### config.mk
export PLATFORM = sky130hd
export DESIGN_NAME = particle_pool_emitter_tick_flat
export DESIGN_NICKNAME = d
export VERILOG_FILES = /design/src/hdl/ppe_pkg.sv /design/src/hdl/ppe_if.sv /design/src/hdl/ppe_cell.sv /design/src/hdl/ppe_slot_unit.sv /design/src/hdl/particle_pool_emitter_tick.sv /design/src/flat_wrapper.sv
export SDC_FILE = /design/constraint.sdc
export NUM_CORES = 2
export LEC_CHECK = 0
export BUFFER_PORTS_ARGS = -buffer_cell sky130_fd_sc_hd__buf_2
export CORE_MARGIN = 3
export CORE_UTILIZATION = 35
export DETAILED_ROUTE_END_ITERATION = 16
export GPL_TIMING_DRIVEN = 1
export PLACE_DENSITY = 0.56
export SKIP_CTS_REPAIR_TIMING = 1
export SYNTH_ARGS = -nofsm -noshare
export SYNTH_HDL_FRONTEND = slang
export SYNTH_HIERARCHICAL = 1
export SYNTH_SLANG_ARGS = --single-unit
### constraint.sdc
create_clock -name clk -period 322 [get_ports clk]
set_clock_uncertainty 0.05 [all_clocks]
set_input_delay 48.3 -clock clk [delete_from_list [all_inputs] [get_ports clk]]
set_output_delay 48.3 -clock clk [all_outputs]
set_load 0.01 [all_outputs]
### src/hdl/ppe_pkg.sv
`timescale 1ns / 1ps
// Shared types, codes and constants of the particle pool emitter.
package ppe_pkg;

    localparam logic [1:0] CMD_TICK    = 2'd0;
    localparam logic [1:0] CMD_RESTART = 2'd1;
    localparam logic [1:0] CMD_BURST   = 2'd2;

    localparam logic [2:0] CFG_EMIT_MODE    = 3'd0;
    localparam logic [2:0] CFG_SLOTS_IN_USE = 3'd1;
    localparam logic [2:0] CFG_BASE_VEL_X   = 3'd2;
    localparam logic [2:0] CFG_BASE_VEL_Y   = 3'd3;
    localparam logic [2:0] CFG_FADE_BASE    = 3'd4;
    localparam logic [2:0] CFG_GRAVITY_STEP = 3'd5;
    localparam logic [2:0] CFG_BOOT_PERIOD  = 3'd6;
    localparam logic [2:0] CFG_IMP_PERIOD   = 3'd7;

    localparam logic signed [11:0] LIFE_START    = 12'sd1024;
    localparam logic [3:0]         GROUP_WRAP    = 4'd10;
    localparam logic [3:0]         GROUP_RESTART = 4'd2;
    localparam logic [3:0]         GROUP_FIRST   = 4'd1;
    localparam logic signed [7:0]  LIVE_MAX      = 8'sd64;
    localparam logic signed [7:0]  LIVE_MIN      = -8'sd64;

    typedef struct packed {
        logic              active;
        logic signed [23:0] pos_x;
        logic signed [23:0] pos_y;
        logic signed [15:0] vel_x;
        logic signed [15:0] vel_y;
        logic signed [11:0] life;
        logic signed [10:0] fade;
        logic              impure;
        logic [3:0]        group;
    } slot_t;

    typedef struct packed {
        logic [1:0]        cmd;
        logic signed [15:0] emitter_x;
        logic signed [15:0] emitter_y;
        logic              stop_generation;
        logic signed [15:0] rand_vel_x;
        logic signed [15:0] rand_vel_y;
        logic signed [4:0]  rand_fade;
    } item_t;

    typedef struct packed {
        logic              tick;
        logic              in_range;
        logic              target;
        logic              spawn_ok;
        logic              impure;
        logic [3:0]        group;
        logic signed [7:0]  live;
        logic signed [15:0] base_vel_x;
        logic signed [15:0] base_vel_y;
        logic [9:0]        fade_base;
        logic signed [8:0]  gravity;
    } unit_ctl_t;

    typedef struct packed {
        logic              spawned;
        logic [3:0]        group;
        logic signed [7:0]  live;
    } unit_sts_t;

endpackage

### src/hdl/ppe_if.sv
`timescale 1ns / 1ps
// Handshake interfaces for the command and result channels.
interface ppe_req_if;
    logic              valid;
    logic              ready;
    logic [1:0]        cmd;
    logic signed [15:0] emitter_x;
    logic signed [15:0] emitter_y;
    logic              stop_generation;
    logic signed [15:0] rand_vel_x;
    logic signed [15:0] rand_vel_y;
    logic signed [4:0]  rand_fade;

    modport source (output valid, cmd, emitter_x, emitter_y, stop_generation,
                    rand_vel_x, rand_vel_y, rand_fade, input ready);
    modport sink (input valid, cmd, emitter_x, emitter_y, stop_generation,
                  rand_vel_x, rand_vel_y, rand_fade, output ready);
endinterface

interface ppe_rsp_if;
    logic              valid;
    logic              ready;
    logic [4:0]        slot;
    logic              is_active;
    logic signed [23:0] pos_x;
    logic signed [23:0] pos_y;
    logic signed [11:0] life_left;
    logic              second_colour;
    logic [3:0]        blend_group;
    logic signed [7:0]  live_count;
    logic              finished;
    logic              last;

    modport source (output valid, slot, is_active, pos_x, pos_y, life_left,
                    second_colour, blend_group, live_count, finished, last,
                    input ready);
    modport sink (input valid, slot, is_active, pos_x, pos_y, life_left,
                  second_colour, blend_group, live_count, finished, last,
                  output ready);
endinterface

### src/hdl/ppe_cell.sv
`timescale 1ns / 1ps
// One pool slot of the rotating ring of particle cells.
module ppe_cell (
    input  logic            clk,
    input  logic            rst_n,
    input  logic            clear,
    input  logic            shift,
    input  ppe_pkg::slot_t  d,
    output ppe_pkg::slot_t  q
);

    logic           active_reg;
    ppe_pkg::slot_t data_reg;

    always_ff @(posedge clk or negedge rst_n)
    begin
        if (!rst_n)
        begin
            active_reg <= 1'b0;
        end
        else if (clear)
        begin
            active_reg <= 1'b0;
        end
        else if (shift)
        begin
            active_reg <= d.active;
        end
    end

    always_ff @(posedge clk)
    begin
        if (shift)
        begin
            data_reg <= d;
        end
    end

    always_comb
    begin
        q        = data_reg;
        q.active = active_reg;
    end

endmodule

### src/hdl/ppe_slot_unit.sv
`timescale 1ns / 1ps
// Update and spawn logic applied to the slot at the head of the ring.
module ppe_slot_unit #(
    parameter int FRAC_BITS = 8
) (
    input  ppe_pkg::slot_t     slot_in,
    input  ppe_pkg::item_t     item,
    input  ppe_pkg::unit_ctl_t ctl,
    output ppe_pkg::slot_t     slot_out,
    output ppe_pkg::unit_sts_t sts
);

    function automatic logic signed [23:0] sat24(input logic signed [39:0] v);
        logic signed [23:0] r;
        begin
            if (v > 40'sd8388607)
                r = 24'sh7FFFFF;
            else if (v < -40'sd8388608)
                r = -24'sh800000;
            else
                r = v[23:0];
            return r;
        end
    endfunction

    function automatic logic signed [15:0] sat16(input logic signed [16:0] v);
        logic signed [15:0] r;
        begin
            if (v > 17'sd32767)
                r = 16'sh7FFF;
            else if (v < -17'sd32768)
                r = -16'sh8000;
            else
                r = v[15:0];
            return r;
        end
    endfunction

    ppe_pkg::slot_t     spawn;
    ppe_pkg::slot_t     moved;
    logic signed [39:0] ex;
    logic signed [39:0] ey;
    logic signed [11:0] fade_sum;
    logic signed [12:0] life_diff;
    logic signed [11:0] life_new;
    logic [3:0]         group_inc;
    logic signed [7:0]  live_up;
    logic signed [7:0]  live_down;

    always_comb
    begin
        ex = 40'(item.emitter_x) <<< FRAC_BITS;
        ey = 40'(item.emitter_y) <<< FRAC_BITS;
        fade_sum = $signed({2'b00, ctl.fade_base}) + 12'(item.rand_fade);

        spawn.active = 1'b1;
        spawn.pos_x  = sat24(ex);
        spawn.pos_y  = sat24(ey);
        spawn.vel_x  = sat16(17'(ctl.base_vel_x) + 17'(item.rand_vel_x));
        spawn.vel_y  = sat16(17'(ctl.base_vel_y) + 17'(item.rand_vel_y));
        spawn.life   = ppe_pkg::LIFE_START;
        spawn.fade   = (fade_sum > 12'sd1023) ? 11'sd1023 : fade_sum[10:0];
        spawn.impure = ctl.impure;
        spawn.group  = ctl.group;

        life_diff = 13'(slot_in.life) - 13'(slot_in.fade);
        if (life_diff > 13'sd2047)
            life_new = 12'sh7FF;
        else if (life_diff < -13'sd2048)
            life_new = -12'sh800;
        else
            life_new = life_diff[11:0];

        moved        = slot_in;
        moved.pos_x  = sat24(40'(slot_in.pos_x) + 40'(slot_in.vel_x));
        moved.pos_y  = sat24(40'(slot_in.pos_y) + 40'(slot_in.vel_y));
        moved.vel_y  = sat16(17'(slot_in.vel_y) + 17'(ctl.gravity));
        moved.life   = life_new;
        moved.active = (life_new > 12'sd0);

        group_inc = ctl.group + 4'd1;
        live_up   = (ctl.live >= ppe_pkg::LIVE_MAX) ? ppe_pkg::LIVE_MAX : ctl.live + 8'sd1;
        live_down = (ctl.live <= ppe_pkg::LIVE_MIN) ? ppe_pkg::LIVE_MIN : ctl.live - 8'sd1;

        slot_out    = slot_in;
        sts.spawned = 1'b0;
        sts.live    = ctl.live;

        if (ctl.in_range)
        begin
            if (ctl.tick)
            begin
                if (slot_in.active)
                begin
                    slot_out = moved;
                    if (!moved.active)
                        sts.live = live_down;
                end
                else if (ctl.spawn_ok)
                begin
                    slot_out    = spawn;
                    sts.spawned = 1'b1;
                    sts.live    = live_up;
                end
            end
            else if (ctl.target)
            begin
                slot_out    = spawn;
                sts.spawned = 1'b1;
                if (!slot_in.active)
                    sts.live = live_up;
            end
        end

        if (sts.spawned)
            sts.group = (group_inc >= ppe_pkg::GROUP_WRAP) ? ppe_pkg::GROUP_RESTART : group_inc;
        else
            sts.group = ctl.group;
    end

endmodule

### src/hdl/particle_pool_emitter_tick.sv
`timescale 1ns / 1ps
// Top level: a ring of slot cells rotated past one update unit and then past the result port.
// A tick or burst takes one update lap and then one report lap around the ring,
// and the report lap stalls while the result port holds a beat that is not yet taken.
// A restart, an unused command or a refused burst is handled in the idle state and starts no lap.
// The next command is taken while the final result beat still waits in the output register.
// Reset (rst_n low, asynchronous) empties the pool and loads the register defaults.
module particle_pool_emitter_tick #(
    parameter int POOL_SIZE = 32,
    parameter int FRAC_BITS = 8
) (
    input  logic        clk,
    input  logic        rst_n,
    input  logic        cfg_we,
    input  logic [2:0]  cfg_index,
    input  logic [15:0] cfg_data,
    ppe_req_if.sink     req,
    ppe_rsp_if.source   rsp
);

    localparam int CW = $clog2(POOL_SIZE + 1);

    typedef enum logic [2:0] {
        ST_IDLE   = 3'b001,
        ST_UPDATE = 3'b010,
        ST_REPORT = 3'b100
    } state_t;

    logic               emit_mode_reg;
    logic [5:0]         slots_reg;
    logic signed [15:0] base_vel_x_reg;
    logic signed [15:0] base_vel_y_reg;
    logic [9:0]         fade_base_reg;
    logic signed [8:0]  gravity_reg;
    logic [7:0]         boot_period_reg;
    logic [7:0]         imp_period_reg;

    state_t             state_reg, state_next;
    logic [CW-1:0]      k_reg, k_next;
    ppe_pkg::item_t     item_reg;
    logic [7:0]         imp_reg, imp_next;
    logic [7:0]         boot_reg, boot_next;
    logic [3:0]         group_reg, group_next;
    logic signed [7:0]  live_reg, live_next;
    logic               done_reg, done_next;
    logic [CW-1:0]      burst_reg, burst_next;
    logic               open_reg, open_next;

    logic               ov_reg, ov_next;
    logic [4:0]         o_slot_reg;
    logic               o_active_reg;
    logic signed [23:0] o_pos_x_reg;
    logic signed [23:0] o_pos_y_reg;
    logic signed [11:0] o_life_reg;
    logic               o_colour_reg;
    logic [3:0]         o_group_reg;
    logic signed [7:0]  o_live_reg;
    logic               o_done_reg;
    logic               o_last_reg;

    ppe_pkg::slot_t     cell_q [POOL_SIZE];
    ppe_pkg::slot_t     tail_d;
    ppe_pkg::slot_t     head_new;
    ppe_pkg::unit_ctl_t ctl;
    ppe_pkg::unit_sts_t sts;

    logic [6:0]         n_full;
    logic [CW-1:0]      n;
    logic               take;
    logic               shift;
    logic               clear;
    logic               emit;
    logic               load;
    logic               lap_end;
    logic [8:0]         imp_inc;
    logic [8:0]         boot_inc;
    logic [7:0]         imp_step;

    always_ff @(posedge clk or negedge rst_n)
    begin
        if (!rst_n)
        begin
            emit_mode_reg   <= 1'b0;
            slots_reg       <= 6'd32;
            base_vel_x_reg  <= '0;
            base_vel_y_reg  <= '0;
            fade_base_reg   <= 10'd16;
            gravity_reg     <= '0;
            boot_period_reg <= '0;
            imp_period_reg  <= '0;
        end
        else if (cfg_we)
        begin
            case (cfg_index)
                ppe_pkg::CFG_EMIT_MODE:    emit_mode_reg   <= cfg_data[0];
                ppe_pkg::CFG_SLOTS_IN_USE: slots_reg       <= cfg_data[5:0];
                ppe_pkg::CFG_BASE_VEL_X:   base_vel_x_reg  <= cfg_data;
                ppe_pkg::CFG_BASE_VEL_Y:   base_vel_y_reg  <= cfg_data;
                ppe_pkg::CFG_FADE_BASE:    fade_base_reg   <= cfg_data[9:0];
                ppe_pkg::CFG_GRAVITY_STEP: gravity_reg     <= cfg_data[8:0];
                ppe_pkg::CFG_BOOT_PERIOD:  boot_period_reg <= cfg_data[7:0];
                ppe_pkg::CFG_IMP_PERIOD:   imp_period_reg  <= cfg_data[7:0];
                default:                   emit_mode_reg   <= emit_mode_reg;
            endcase
        end
    end

    assign n_full = ({1'b0, slots_reg} > 7'(POOL_SIZE)) ? 7'(POOL_SIZE) : {1'b0, slots_reg};
    assign n      = CW'(n_full);

    genvar gi;
    generate
        for (gi = 0; gi < POOL_SIZE; gi++)
        begin : g_cell
            ppe_pkg::slot_t d;
            if (gi == POOL_SIZE - 1)
            begin : g_tail
                assign d = tail_d;
            end
            else
            begin : g_mid
                assign d = cell_q[gi + 1];
            end
            ppe_cell u_cell (
                .clk   (clk),
                .rst_n (rst_n),
                .clear (clear),
                .shift (shift),
                .d     (d),
                .q     (cell_q[gi])
            );
        end
    endgenerate

    always_comb
    begin
        ctl.tick       = (item_reg.cmd == ppe_pkg::CMD_TICK);
        ctl.in_range   = (k_reg < n);
        ctl.target     = (k_reg == burst_reg);
        ctl.spawn_ok   = !item_reg.stop_generation && (boot_reg == 8'd0) && open_reg
                         && !emit_mode_reg;
        ctl.impure     = (imp_reg == 8'd0);
        ctl.group      = group_reg;
        ctl.live       = live_reg;
        ctl.base_vel_x = base_vel_x_reg;
        ctl.base_vel_y = base_vel_y_reg;
        ctl.fade_base  = fade_base_reg;
        ctl.gravity    = gravity_reg;
    end

    ppe_slot_unit #(
        .FRAC_BITS (FRAC_BITS)
    ) u_unit (
        .slot_in  (cell_q[0]),
        .item     (item_reg),
        .ctl      (ctl),
        .slot_out (head_new),
        .sts      (sts)
    );

    assign tail_d = (state_reg == ST_UPDATE) ? head_new : cell_q[0];

    assign req.ready = (state_reg == ST_IDLE);
    assign take      = req.valid && req.ready;
    assign clear     = take && (req.cmd == ppe_pkg::CMD_RESTART);
    assign lap_end   = (k_reg == CW'(POOL_SIZE - 1));

    always_comb
    begin
        if (item_reg.cmd == ppe_pkg::CMD_TICK)
            emit = (k_reg < n);
        else
            emit = ((k_reg + CW'(1)) == burst_reg);
    end

    assign load = (state_reg == ST_REPORT) && emit && (!ov_reg || rsp.ready);

    always_comb
    begin
        imp_inc  = {1'b0, imp_reg} + 9'd1;
        boot_inc = {1'b0, boot_reg} + 9'd1;
        imp_step = (imp_inc > {1'b0, imp_period_reg}) ? 8'd0 : imp_inc[7:0];

        state_next = state_reg;
        k_next     = k_reg;
        imp_next   = imp_reg;
        boot_next  = boot_reg;
        group_next = group_reg;
        live_next  = live_reg;
        done_next  = done_reg;
        burst_next = burst_reg;
        open_next  = open_reg;
        shift      = 1'b0;

        case (state_reg)
            ST_IDLE:
            begin
                if (take)
                begin
                    if (req.cmd == ppe_pkg::CMD_RESTART)
                    begin
                        imp_next   = '0;
                        boot_next  = '0;
                        group_next = ppe_pkg::GROUP_FIRST;
                        live_next  = '0;
                        done_next  = 1'b0;
                        burst_next = '0;
                    end
                    else if (req.cmd == ppe_pkg::CMD_TICK ||
                             (req.cmd == ppe_pkg::CMD_BURST && burst_reg < n))
                    begin
                        state_next = ST_UPDATE;
                        k_next     = '0;
                        open_next  = 1'b1;
                    end
                end
            end
            ST_UPDATE:
            begin
                shift      = 1'b1;
                group_next = sts.group;
                live_next  = sts.live;
                if (sts.spawned)
                    open_next = 1'b0;
                k_next = k_reg + CW'(1);
                if (lap_end)
                begin
                    k_next     = '0;
                    state_next = ST_REPORT;
                    imp_next   = imp_step;
                    if (ctl.tick)
                    begin
                        boot_next = (boot_inc > {1'b0, boot_period_reg}) ? 8'd0 : boot_inc[7:0];
                        if (sts.live == 8'sd0)
                            done_next = 1'b1;
                    end
                    else
                    begin
                        burst_next = burst_reg + CW'(1);
                    end
                end
            end
            ST_REPORT:
            begin
                if (!emit || !ov_reg || rsp.ready)
                begin
                    shift  = 1'b1;
                    k_next = k_reg + CW'(1);
                    if (lap_end)
                    begin
                        k_next     = '0;
                        state_next = ST_IDLE;
                    end
                end
            end
            default:
            begin
                state_next = ST_IDLE;
            end
        endcase

        ov_next = ov_reg;
        if (rsp.ready)
            ov_next = 1'b0;
        if (load)
            ov_next = 1'b1;
    end

    always_ff @(posedge clk or negedge rst_n)
    begin
        if (!rst_n)
        begin
            state_reg <= ST_IDLE;
            k_reg     <= '0;
            imp_reg   <= '0;
            boot_reg  <= '0;
            group_reg <= ppe_pkg::GROUP_FIRST;
            live_reg  <= '0;
            done_reg  <= 1'b0;
            burst_reg <= '0;
            open_reg  <= 1'b0;
            ov_reg    <= 1'b0;
        end
        else
        begin
            state_reg <= state_next;
            k_reg     <= k_next;
            imp_reg   <= imp_next;
            boot_reg  <= boot_next;
            group_reg <= group_next;
            live_reg  <= live_next;
            done_reg  <= done_next;
            burst_reg <= burst_next;
            open_reg  <= open_next;
            ov_reg    <= ov_next;
        end
    end

    always_ff @(posedge clk)
    begin
        if (take)
        begin
            item_reg.cmd             <= req.cmd;
            item_reg.emitter_x       <= req.emitter_x;
            item_reg.emitter_y       <= req.emitter_y;
            item_reg.stop_generation <= req.stop_generation;
            item_reg.rand_vel_x      <= req.rand_vel_x;
            item_reg.rand_vel_y      <= req.rand_vel_y;
            item_reg.rand_fade       <= req.rand_fade;
        end
        if (load)
        begin
            o_slot_reg   <= 5'(k_reg);
            o_active_reg <= cell_q[0].active;
            o_pos_x_reg  <= cell_q[0].active ? cell_q[0].pos_x : '0;
            o_pos_y_reg  <= cell_q[0].active ? cell_q[0].pos_y : '0;
            o_life_reg   <= cell_q[0].active ? cell_q[0].life : '0;
            o_colour_reg <= cell_q[0].active && cell_q[0].impure;
            o_group_reg  <= cell_q[0].active ? cell_q[0].group : '0;
            o_live_reg   <= live_reg;
            o_done_reg   <= done_reg;
            o_last_reg   <= (item_reg.cmd != ppe_pkg::CMD_TICK) ||
                            (k_reg == n - CW'(1));
        end
    end

    assign rsp.valid         = ov_reg;
    assign rsp.slot          = o_slot_reg;
    assign rsp.is_active     = o_active_reg;
    assign rsp.pos_x         = o_pos_x_reg;
    assign rsp.pos_y         = o_pos_y_reg;
    assign rsp.life_left     = o_life_reg;
    assign rsp.second_colour = o_colour_reg;
    assign rsp.blend_group   = o_group_reg;
    assign rsp.live_count    = o_live_reg;
    assign rsp.finished      = o_done_reg;
    assign rsp.last          = o_last_reg;

endmodule

### src/flat_wrapper.sv
// flat-port wrapper written by rule: the top's interface ports become plain ports
module particle_pool_emitter_tick_flat 
#(
    parameter int POOL_SIZE = 32,
    parameter int FRAC_BITS = 8
)
  (clk, rst_n, cfg_we, cfg_index, cfg_data, req_valid, req_cmd, req_emitter_x, req_emitter_y, req_stop_generation, req_rand_vel_x, req_rand_vel_y, req_rand_fade, req_ready, rsp_valid, rsp_slot, rsp_is_active, rsp_pos_x, rsp_pos_y, rsp_life_left, rsp_second_colour, rsp_blend_group, rsp_live_count, rsp_finished, rsp_last, rsp_ready);
  ppe_req_if req_i ();
  ppe_rsp_if rsp_i ();
  input  logic clk;
  input  logic rst_n;
  input  logic cfg_we;
  input  logic [2:0] cfg_index;
  input  logic [15:0] cfg_data;
  input wire logic [$bits(req_i.valid)-1:0] req_valid;
  input wire logic [$bits(req_i.cmd)-1:0] req_cmd;
  input wire logic [$bits(req_i.emitter_x)-1:0] req_emitter_x;
  input wire logic [$bits(req_i.emitter_y)-1:0] req_emitter_y;
  input wire logic [$bits(req_i.stop_generation)-1:0] req_stop_generation;
  input wire logic [$bits(req_i.rand_vel_x)-1:0] req_rand_vel_x;
  input wire logic [$bits(req_i.rand_vel_y)-1:0] req_rand_vel_y;
  input wire logic [$bits(req_i.rand_fade)-1:0] req_rand_fade;
  output wire logic [$bits(req_i.ready)-1:0] req_ready;
  output wire logic [$bits(rsp_i.valid)-1:0] rsp_valid;
  output wire logic [$bits(rsp_i.slot)-1:0] rsp_slot;
  output wire logic [$bits(rsp_i.is_active)-1:0] rsp_is_active;
  output wire logic [$bits(rsp_i.pos_x)-1:0] rsp_pos_x;
  output wire logic [$bits(rsp_i.pos_y)-1:0] rsp_pos_y;
  output wire logic [$bits(rsp_i.life_left)-1:0] rsp_life_left;
  output wire logic [$bits(rsp_i.second_colour)-1:0] rsp_second_colour;
  output wire logic [$bits(rsp_i.blend_group)-1:0] rsp_blend_group;
  output wire logic [$bits(rsp_i.live_count)-1:0] rsp_live_count;
  output wire logic [$bits(rsp_i.finished)-1:0] rsp_finished;
  output wire logic [$bits(rsp_i.last)-1:0] rsp_last;
  input wire logic [$bits(rsp_i.ready)-1:0] rsp_ready;
  assign req_i.valid = req_valid;
  assign req_i.cmd = req_cmd;
  assign req_i.emitter_x = req_emitter_x;
  assign req_i.emitter_y = req_emitter_y;
  assign req_i.stop_generation = req_stop_generation;
  assign req_i.rand_vel_x = req_rand_vel_x;
  assign req_i.rand_vel_y = req_rand_vel_y;
  assign req_i.rand_fade = req_rand_fade;
  assign req_ready = req_i.ready;
  assign rsp_valid = rsp_i.valid;
  assign rsp_slot = rsp_i.slot;
  assign rsp_is_active = rsp_i.is_active;
  assign rsp_pos_x = rsp_i.pos_x;
  assign rsp_pos_y = rsp_i.pos_y;
  assign rsp_life_left = rsp_i.life_left;
  assign rsp_second_colour = rsp_i.second_colour;
  assign rsp_blend_group = rsp_i.blend_group;
  assign rsp_live_count = rsp_i.live_count;
  assign rsp_finished = rsp_i.finished;
  assign rsp_last = rsp_i.last;
  assign rsp_i.ready = rsp_ready;
  particle_pool_emitter_tick #(.POOL_SIZE(POOL_SIZE), .FRAC_BITS(FRAC_BITS)) u_core (.clk(clk), .rst_n(rst_n), .cfg_we(cfg_we), .cfg_index(cfg_index), .cfg_data(cfg_data), .req(req_i), .rsp(rsp_i));
endmodule
After elaboration in Yosys (flattened, before gate mapping)
Cells that the tools add are included.
{ "word_totals": {"ff_bits": 3761, "in_bits": 96, "output_inout_bits": 83} }
{ "op_classes": {"n_addsub": 15, "magnitude_cmp": 26, "n_eq_ne": 27, "n_mux": 151, "n_reduce_logical": 46} }
{ "ops": {"columns": ["op", "n"], "rows": [
  ["two-way mux 109 bit", 6],
  ["two-way mux 24 bit", 8],
  ["two-way mux 8 bit", 16],
  ["two-way mux 16 bit", 6],
  ["two-way mux 1 bit", 82],
  ["two-way mux 6 bit", 10],
  ["greater-than comparator 17 x 16 -> 1 bit, second input constant", 3],
  ["less-than comparator 17 x 16 -> 1 bit, second input constant", 3],
  ["adder 24 x 16 -> 25 bit", 2],
  ["greater-than comparator 25 x 24 -> 1 bit, second input constant", 2],
  ["less-than comparator 25 x 24 -> 1 bit, second input constant", 2],
  ["greater-than comparator 24 bit, second input constant", 2],
  ["less-than comparator 24 bit, second input constant", 2],
  ["case mux 8 bit (2 select lines)", 3],
  ["adder 16 x 16 -> 17 bit", 2],
  ["zero test 8 bit", 3],
  ["two-way mux 12 bit", 2],
  ["AND reduction 5 bit", 4],
  ["adder 8 x 1 -> 9 bit, second input constant", 2],
  ["equality test 6 bit", 3],
  ["greater-than comparator 9 x 8 -> 1 bit", 2],
  ["two-way mux 3 bit", 6],
  ["case mux 6 bit (3 select lines)", 1],
  ["adder 16 x 9 -> 17 bit", 1],
  ["41 further kinds", 92]
]} }

Longest topological paths before layout
{ "logic_depth": {"ltp_word": 14, "depth_mapped": 16} }

By module
The synthesis kept the hierarchy.
{ "modules_own_cells": {"columns": ["mod", "n_inst", "cells_each", "area_per_inst_um2"], "rows": [
  ["ppe_cell", 32, 112, 3289.4],
  ["particle_pool_emitter_tick", 1, 1123, 12613.3],
  ["ppe_slot_unit", 1, 1393, 9460.3]
]} }

Worst setup path before layout
Ideal clock, no wire load.
{ "synth_path": {"path_kind": "input-to-reg", "from": "input req_valid", "to": "register u_core.g_cell[0].u_cell.active_reg", "setup_ns": 0.271, "t_arrival_ns": 201.870, "path_slack_ns": 119.809, "stages": 8, "path_buffers": 0, "path_cell_list": "inv_1 > a2111oi_0 > o211ai_1 > nand2_1 > nand3_2 > nor2_1 > mux2i_1 > nor2_1"} }
{ "synth_via": {"elab_chain_cells": 3, "word_cells_on_any_way": 4, "cone_classes": "mux (1); reduce/logical (3)"} }
{ "synth_rtl": {"columns": ["element", "line_no", "source"], "rows": [
  ["start: declaration", "flat_wrapper.sv:15", "input wire logic [$bits(req_i.valid)-1:0] req_valid;"],
  ["logical AND 1 bit (*)", "particle_pool_emitter_tick.sv:164", "assign take = req.valid && req.ready;"],
  ["logical AND 1 bit (*)", "particle_pool_emitter_tick.sv:165", "assign clear = take && (req.cmd == ppe_pkg::CMD_RESTART);"],
  ["two-way mux 1 bit or nonzero test 2 bit (tied branches)", null, null],
  ["end signal: assignment", "ppe_cell.sv:27", "active_reg <= d.active;"],
  ["end: declaration", "ppe_cell.sv:12", "logic active_reg;"]
]} }
Every way passes the cells marked *; elsewhere a longest branch is shown, timed or not.
A chain may end at the register's enable or synchronous reset.

==> out/qor.log <==
INFO  outcome        status=finished clean
INFO  global_routing grt_antenna_before_repair=16
INFO  placement      gp_congestion=0.8504
INFO  finish         final_design_area_no_fill=146100squm
INFO  worst_setup_path start_kind=input port
INFO  run            maxCapViolations=0
INFO  power          finalPower=1.305mW
INFO  clock_network  clockBufferDepth=4
INFO  worst_setup_path crit_path_cell_trace=buf_2 > inv_1 > a2111oi_0 > o211ai_1 > nand2_1 > nand3_2 > nor2_4 > buf_4 > buf_4 > buf_4 > buf_4 > buf_12 > buf_4
INFO  detailed_routing antenna_violating_nets_post_route=0
INFO  finish         fillCellCount=31560
INFO  yosys          ys.warnings.count=6
INFO  power          sequentialPowerShare=54.0%
INFO  power          clock_power_share=31.7%
INFO  power          power_density=8.935nW/um^2
INFO  worst_setup_path critical_path.reg2reg.endpoint=u_core/g_cell[10].u_cell/q[101]$_DFFE_PP_
INFO  floorplan      die_h=609.2um
INFO  yosys          synth_enable_flop_cells=3609
INFO  floorplan      die_area=371100squm
INFO  clock_network  cts_root_buffer=sky130_fd_sc_hd__clkbuf_16
INFO  yosys          netlist_instances=6100
INFO  power          leakagePower=48.02nW
INFO  power          cell_internal_power_dissipation=953.4uW
INFO  detailed_routing dr.first_iter.drc_count=5322
INFO  detailed_routing dr_total_vias=54600
INFO  worst_setup_path cp.arrival=56120ps
INFO  clock_network  clock_sinks=3761
INFO  global_routing vias_in_the_first_global_route=53650
INFO  worst_setup_path timing.critical_path.fanout_max=230
INFO  worst_setup_path critPathSlowestCell=sky130_fd_sc_hd__buf_4
INFO  timing         report.final.slew_viol_count=0
INFO  yosys          netlist.top_cell.by_area=sky130_fd_sc_hd__edfxtp_1
INFO  worst_setup_path startpoint=req_valid
INFO  clock_network  clk_pin_slew=60ps
INFO  placement      dpl.hpwl=140.4mm
INFO  floorplan      floorplan.initialDensity=35.31%
INFO  timing         period_share=17.28%
INFO  clock_network  cts.htree.levels=5
INFO  timing         timing_worst_slew_pin_value=1355ps
INFO  worst_setup_path critPathCaptureType=register
INFO  timing         setup_repair_after_global_routing_missed_its_margin=false
INFO  worst_setup_path timing.critical_path.depth=13
INFO  worst_setup_path worst-endpoint-required=322470ps
INFO  detailed_routing route.detailed.wl_per_inst=19.78um
INFO  finish         syn_to_final_growth=14.72%
INFO  finish         multi_input_comb_area=14210squm
INFO  yosys          yosys.cell_count.top_type=sky130_fd_sc_hd__edfxtp_1
INFO  floorplan      io_pins=179
INFO  floorplan      die_w=609.2um
INFO  worst_setup_path crit_buf_inv=8
INFO  yosys          yosysSeqAreaShare=88.10%
INFO  placement      dpl.cell_count=10990
INFO  yosys          dominantRegCellSynth=sky130_fd_sc_hd__edfxtp_1
INFO  worst_setup_path critical_path.endpoint=u_core/g_cell[10].u_cell/q[101]$_DFFE_PP_
INFO  timing         slew_headroom=9.683%
INFO  timing         final_hold_viol_count=0
INFO  worst_hold_path hold_path.class=register to register
INFO  worst_setup_path cp_slowest_stage_delay=980ps
INFO  yosys          synth_seq_cells=3761
INFO  yosys          post-synth-top-area-fraction=85.11%
INFO  worst_setup_path timing.rr.start=u_core/slots_reg[5]$_DFFE_PN1P_
INFO  power          sw_frac_of_total=26.95%
INFO  power          power.share.combinational=14.3%
INFO  finish         drive_gt1_share=13.34%
INFO  yosys          synth.cell_area=127300squm
INFO  timing         fmax=0.01797GHz
INFO  worst_setup_path crit_top_cell=sky130_fd_sc_hd__buf_4
INFO  power          net-switching-power=351.7uW
INFO  yosys          synth.avg_cell_area=20.87squm
INFO  finish         sequential_cell_area=112200squm
INFO  yosys          synthDistinctLibCells=102
INFO  timing         setup_viol=0
INFO  global_routing grt.overflow.total=0
INFO  yosys          postSynthNetCount=6360
INFO  worst_setup_path path_class=input port to register
INFO  timing         timing.final.crit_period=55640ps
INFO  detailed_routing drt-total-wl=231.0mm
INFO  yosys          synth.area.top_cells=sky130_fd_sc_hd__edfxtp_1 85%, sky130_fd_sc_hd__dfrtp_1 2.9%, sky130_fd_sc_hd__ha_1 1.5%
INFO  yosys          post_synth_most_frequent_cells=3609 x sky130_fd_sc_hd__edfxtp_1, 489 x sky130_fd_sc_hd__nand2_1, 157 x sky130_fd_sc_hd__ha_1, 154 x sky130_fd_sc_hd__nor2_1, 148 x sky130_fd_sc_hd__dfrtp_1
INFO  detailed_routing routed_via_density=4.675
INFO  clock_network  clock_insertion_delay_worst_skew=930ps
INFO  placement      placed_cell_area=134300squm
INFO  placement      port_buffers=178
INFO  floorplan      core-area=360600squm
INFO  finish         final_net_count=6856
INFO  timing         totalNegativeSetupSlack=0ps
INFO  power          vdd_drop_max=5.849uV
INFO  worst_setup_path ff2ff_path_depth=13
INFO  detailed_routing drcViolationCount=0
INFO  global_routing largest_net_degree_at_the_start_of_global_routing=231
INFO  finish         number_of_non_filler_instances_in_the_completed_layout=11680
INFO  clock_network  tritoncts=done
INFO  global_routing grt_usage=12.13%
INFO  worst_setup_path timing.critical_path.max_delay_family=buffers and inverters
INFO  detailed_routing tritonroute_pass_1_iters=6
INFO  global_routing grt_first_pass_wirelength=343.2mm
INFO  finish         largest_register_ff_count=3456
INFO  worst_setup_path ff2ff_setup_slack=312690ps
INFO  floorplan      floorplan.rows=220
INFO  yosys          asyncSetResetFlopFracSynth=4.041%
INFO  clock_network  cts-buffers-inserted=373
-- layout make-up --
type	instances	area share (%)
sequential	3761	76.80
multi-input combinational	2105	9.727
clock buffer	466	6.701
tap	4773	4.088
clock inverter	211	1.354
timing repair buffer	261	1.075
inverter	94	0.2415
antenna	8	0.01370
-- kinds of logic (layout without fill, tap and decap cells) --
logic type | count (synthesis) | after routing | synth area share, %
multiplexers | 137 | 137 | 1.171
other | 0 | 8 | 0
XOR/XNOR | 111 | 111 | 0.7753
buffers and inverters | 234 | 1032 | 0.7989
AND/OR/NAND/NOR | 1011 | 1011 | 3.720
adder cells (fa/ha/maj) | 177 | 177 | 1.755
AO/OA/AOI/OAI | 669 | 669 | 3.679
flip-flops | 3761 | 3761 | 88.10
-- stage by stage --
stage          hold slack [ps]  utilization, %  setup WS (ps)
4_1_cts                  316.3           40.50         266590
3_3_place_gp             350.6           37.24         265950
5_1_grt                  325.8           40.51         265850
2_1_floorplan            350.3               -         119810
3_5_place_dp             354.5           37.24         265500
6_report                 326.5           40.51         266360
-- worst register-to-register path, stage by stage (launching register included) --
cell and delay, ps:
sky130_fd_sc_hd__dfstp_2 590, sky130_fd_sc_hd__inv_1 180, sky130_fd_sc_hd__ha_1 390, sky130_fd_sc_hd__a2111oi_0 550
sky130_fd_sc_hd__o211ai_1 210, sky130_fd_sc_hd__nand2_1 260, sky130_fd_sc_hd__nand3_2 190, sky130_fd_sc_hd__nor2_4 780
sky130_fd_sc_hd__buf_4 810, sky130_fd_sc_hd__buf_4 870, sky130_fd_sc_hd__buf_4 890, sky130_fd_sc_hd__buf_4 950
sky130_fd_sc_hd__buf_12 770, sky130_fd_sc_hd__buf_4 1370
-- per-layer routing --
layer / up-vias / part of all wire (%) / track usage [%]
met2: 1299 / 46 / 18.59
li1: 24880 / - / -
met1: 27920 / 44 / 16.77
met4: 6 / 5.1 / 5.932
met3: 494 / 4.7 / 2.117
met5: - / 0.018 / 0
-- worst min path at each step --
| stage | from | end | slack (ps) | cells past startpoint |
|---|---|---|---|---|
| after CTS | u_core/g_cell[10].u_cell/q[62]$_DFFE_PP_ | u_core/g_cell[9].u_cell/q[62]$_DFFE_PP_ | 320 | 0 |
| after floorplan | u_core/g_cell[1].u_cell/q[0]$_DFFE_PP_ | u_core/g_cell[0].u_cell/q[0]$_DFFE_PP_ | 350 | 0 |
| after detailed placement | u_core/g_cell[1].u_cell/q[105]$_DFFE_PP_ | u_core/g_cell[0].u_cell/q[105]$_DFFE_PP_ | 350 | 0 |
| final | u_core/g_cell[10].u_cell/q[62]$_DFFE_PP_ | u_core/g_cell[9].u_cell/q[62]$_DFFE_PP_ | 330 | 0 |
| after global routing | u_core/g_cell[1].u_cell/q[37]$_DFFE_PP_ | u_core/g_cell[0].u_cell/q[37]$_DFFE_PP_ | 330 | 0 |
| after global placement | u_core/g_cell[29].u_cell/q[6]$_DFFE_PP_ | u_core/g_cell[28].u_cell/q[6]$_DFFE_PP_ | 350 | 0 |
-- power groups by stage --
stage	Sequential [mW]	Clock (mW)	Combinational, mW
CTS	0.707	0.430	0.188
detailed placement	0.715	0	0.188
global placement	0.713	0	0.182
finish	0.704	0.414	0.187
global route	0.714	0.449	0.205
floorplan	1.34	0	0.145
-- cell usage in the layout (no fill, tap or decap), types with 17 or more instances in the layout --
cell and n:
sky130_fd_sc_hd__a211oi_1 26, sky130_fd_sc_hd__a21o_1 74, sky130_fd_sc_hd__a21oi_1 112, sky130_fd_sc_hd__a22o_1 34
sky130_fd_sc_hd__a22oi_1 17, sky130_fd_sc_hd__a31oi_1 29, sky130_fd_sc_hd__and2_1 75, sky130_fd_sc_hd__and3_1 18
sky130_fd_sc_hd__buf_2 177, sky130_fd_sc_hd__buf_4 79, sky130_fd_sc_hd__bufinv_16 19, sky130_fd_sc_hd__clkbuf_1 87
sky130_fd_sc_hd__clkbuf_16 377, sky130_fd_sc_hd__clkinv_1 75, sky130_fd_sc_hd__clkinv_2 55, sky130_fd_sc_hd__clkinvlp_4 25
sky130_fd_sc_hd__dfrtp_1 147, sky130_fd_sc_hd__edfxtp_1 3609, sky130_fd_sc_hd__ha_1 157, sky130_fd_sc_hd__inv_1 92
sky130_fd_sc_hd__mux2_2 85, sky130_fd_sc_hd__mux2i_1 50, sky130_fd_sc_hd__nand2_1 489, sky130_fd_sc_hd__nand2b_1 30
sky130_fd_sc_hd__nand3_1 68, sky130_fd_sc_hd__nor2_1 147, sky130_fd_sc_hd__nor2b_1 34, sky130_fd_sc_hd__nor3_1 43
sky130_fd_sc_hd__o211ai_1 24, sky130_fd_sc_hd__o21ai_0 122, sky130_fd_sc_hd__o22a_1 22, sky130_fd_sc_hd__o22ai_1 23
sky130_fd_sc_hd__xnor2_1 70, sky130_fd_sc_hd__xor2_1 40
No activity file was read; power rests on OpenSTA's default activity.
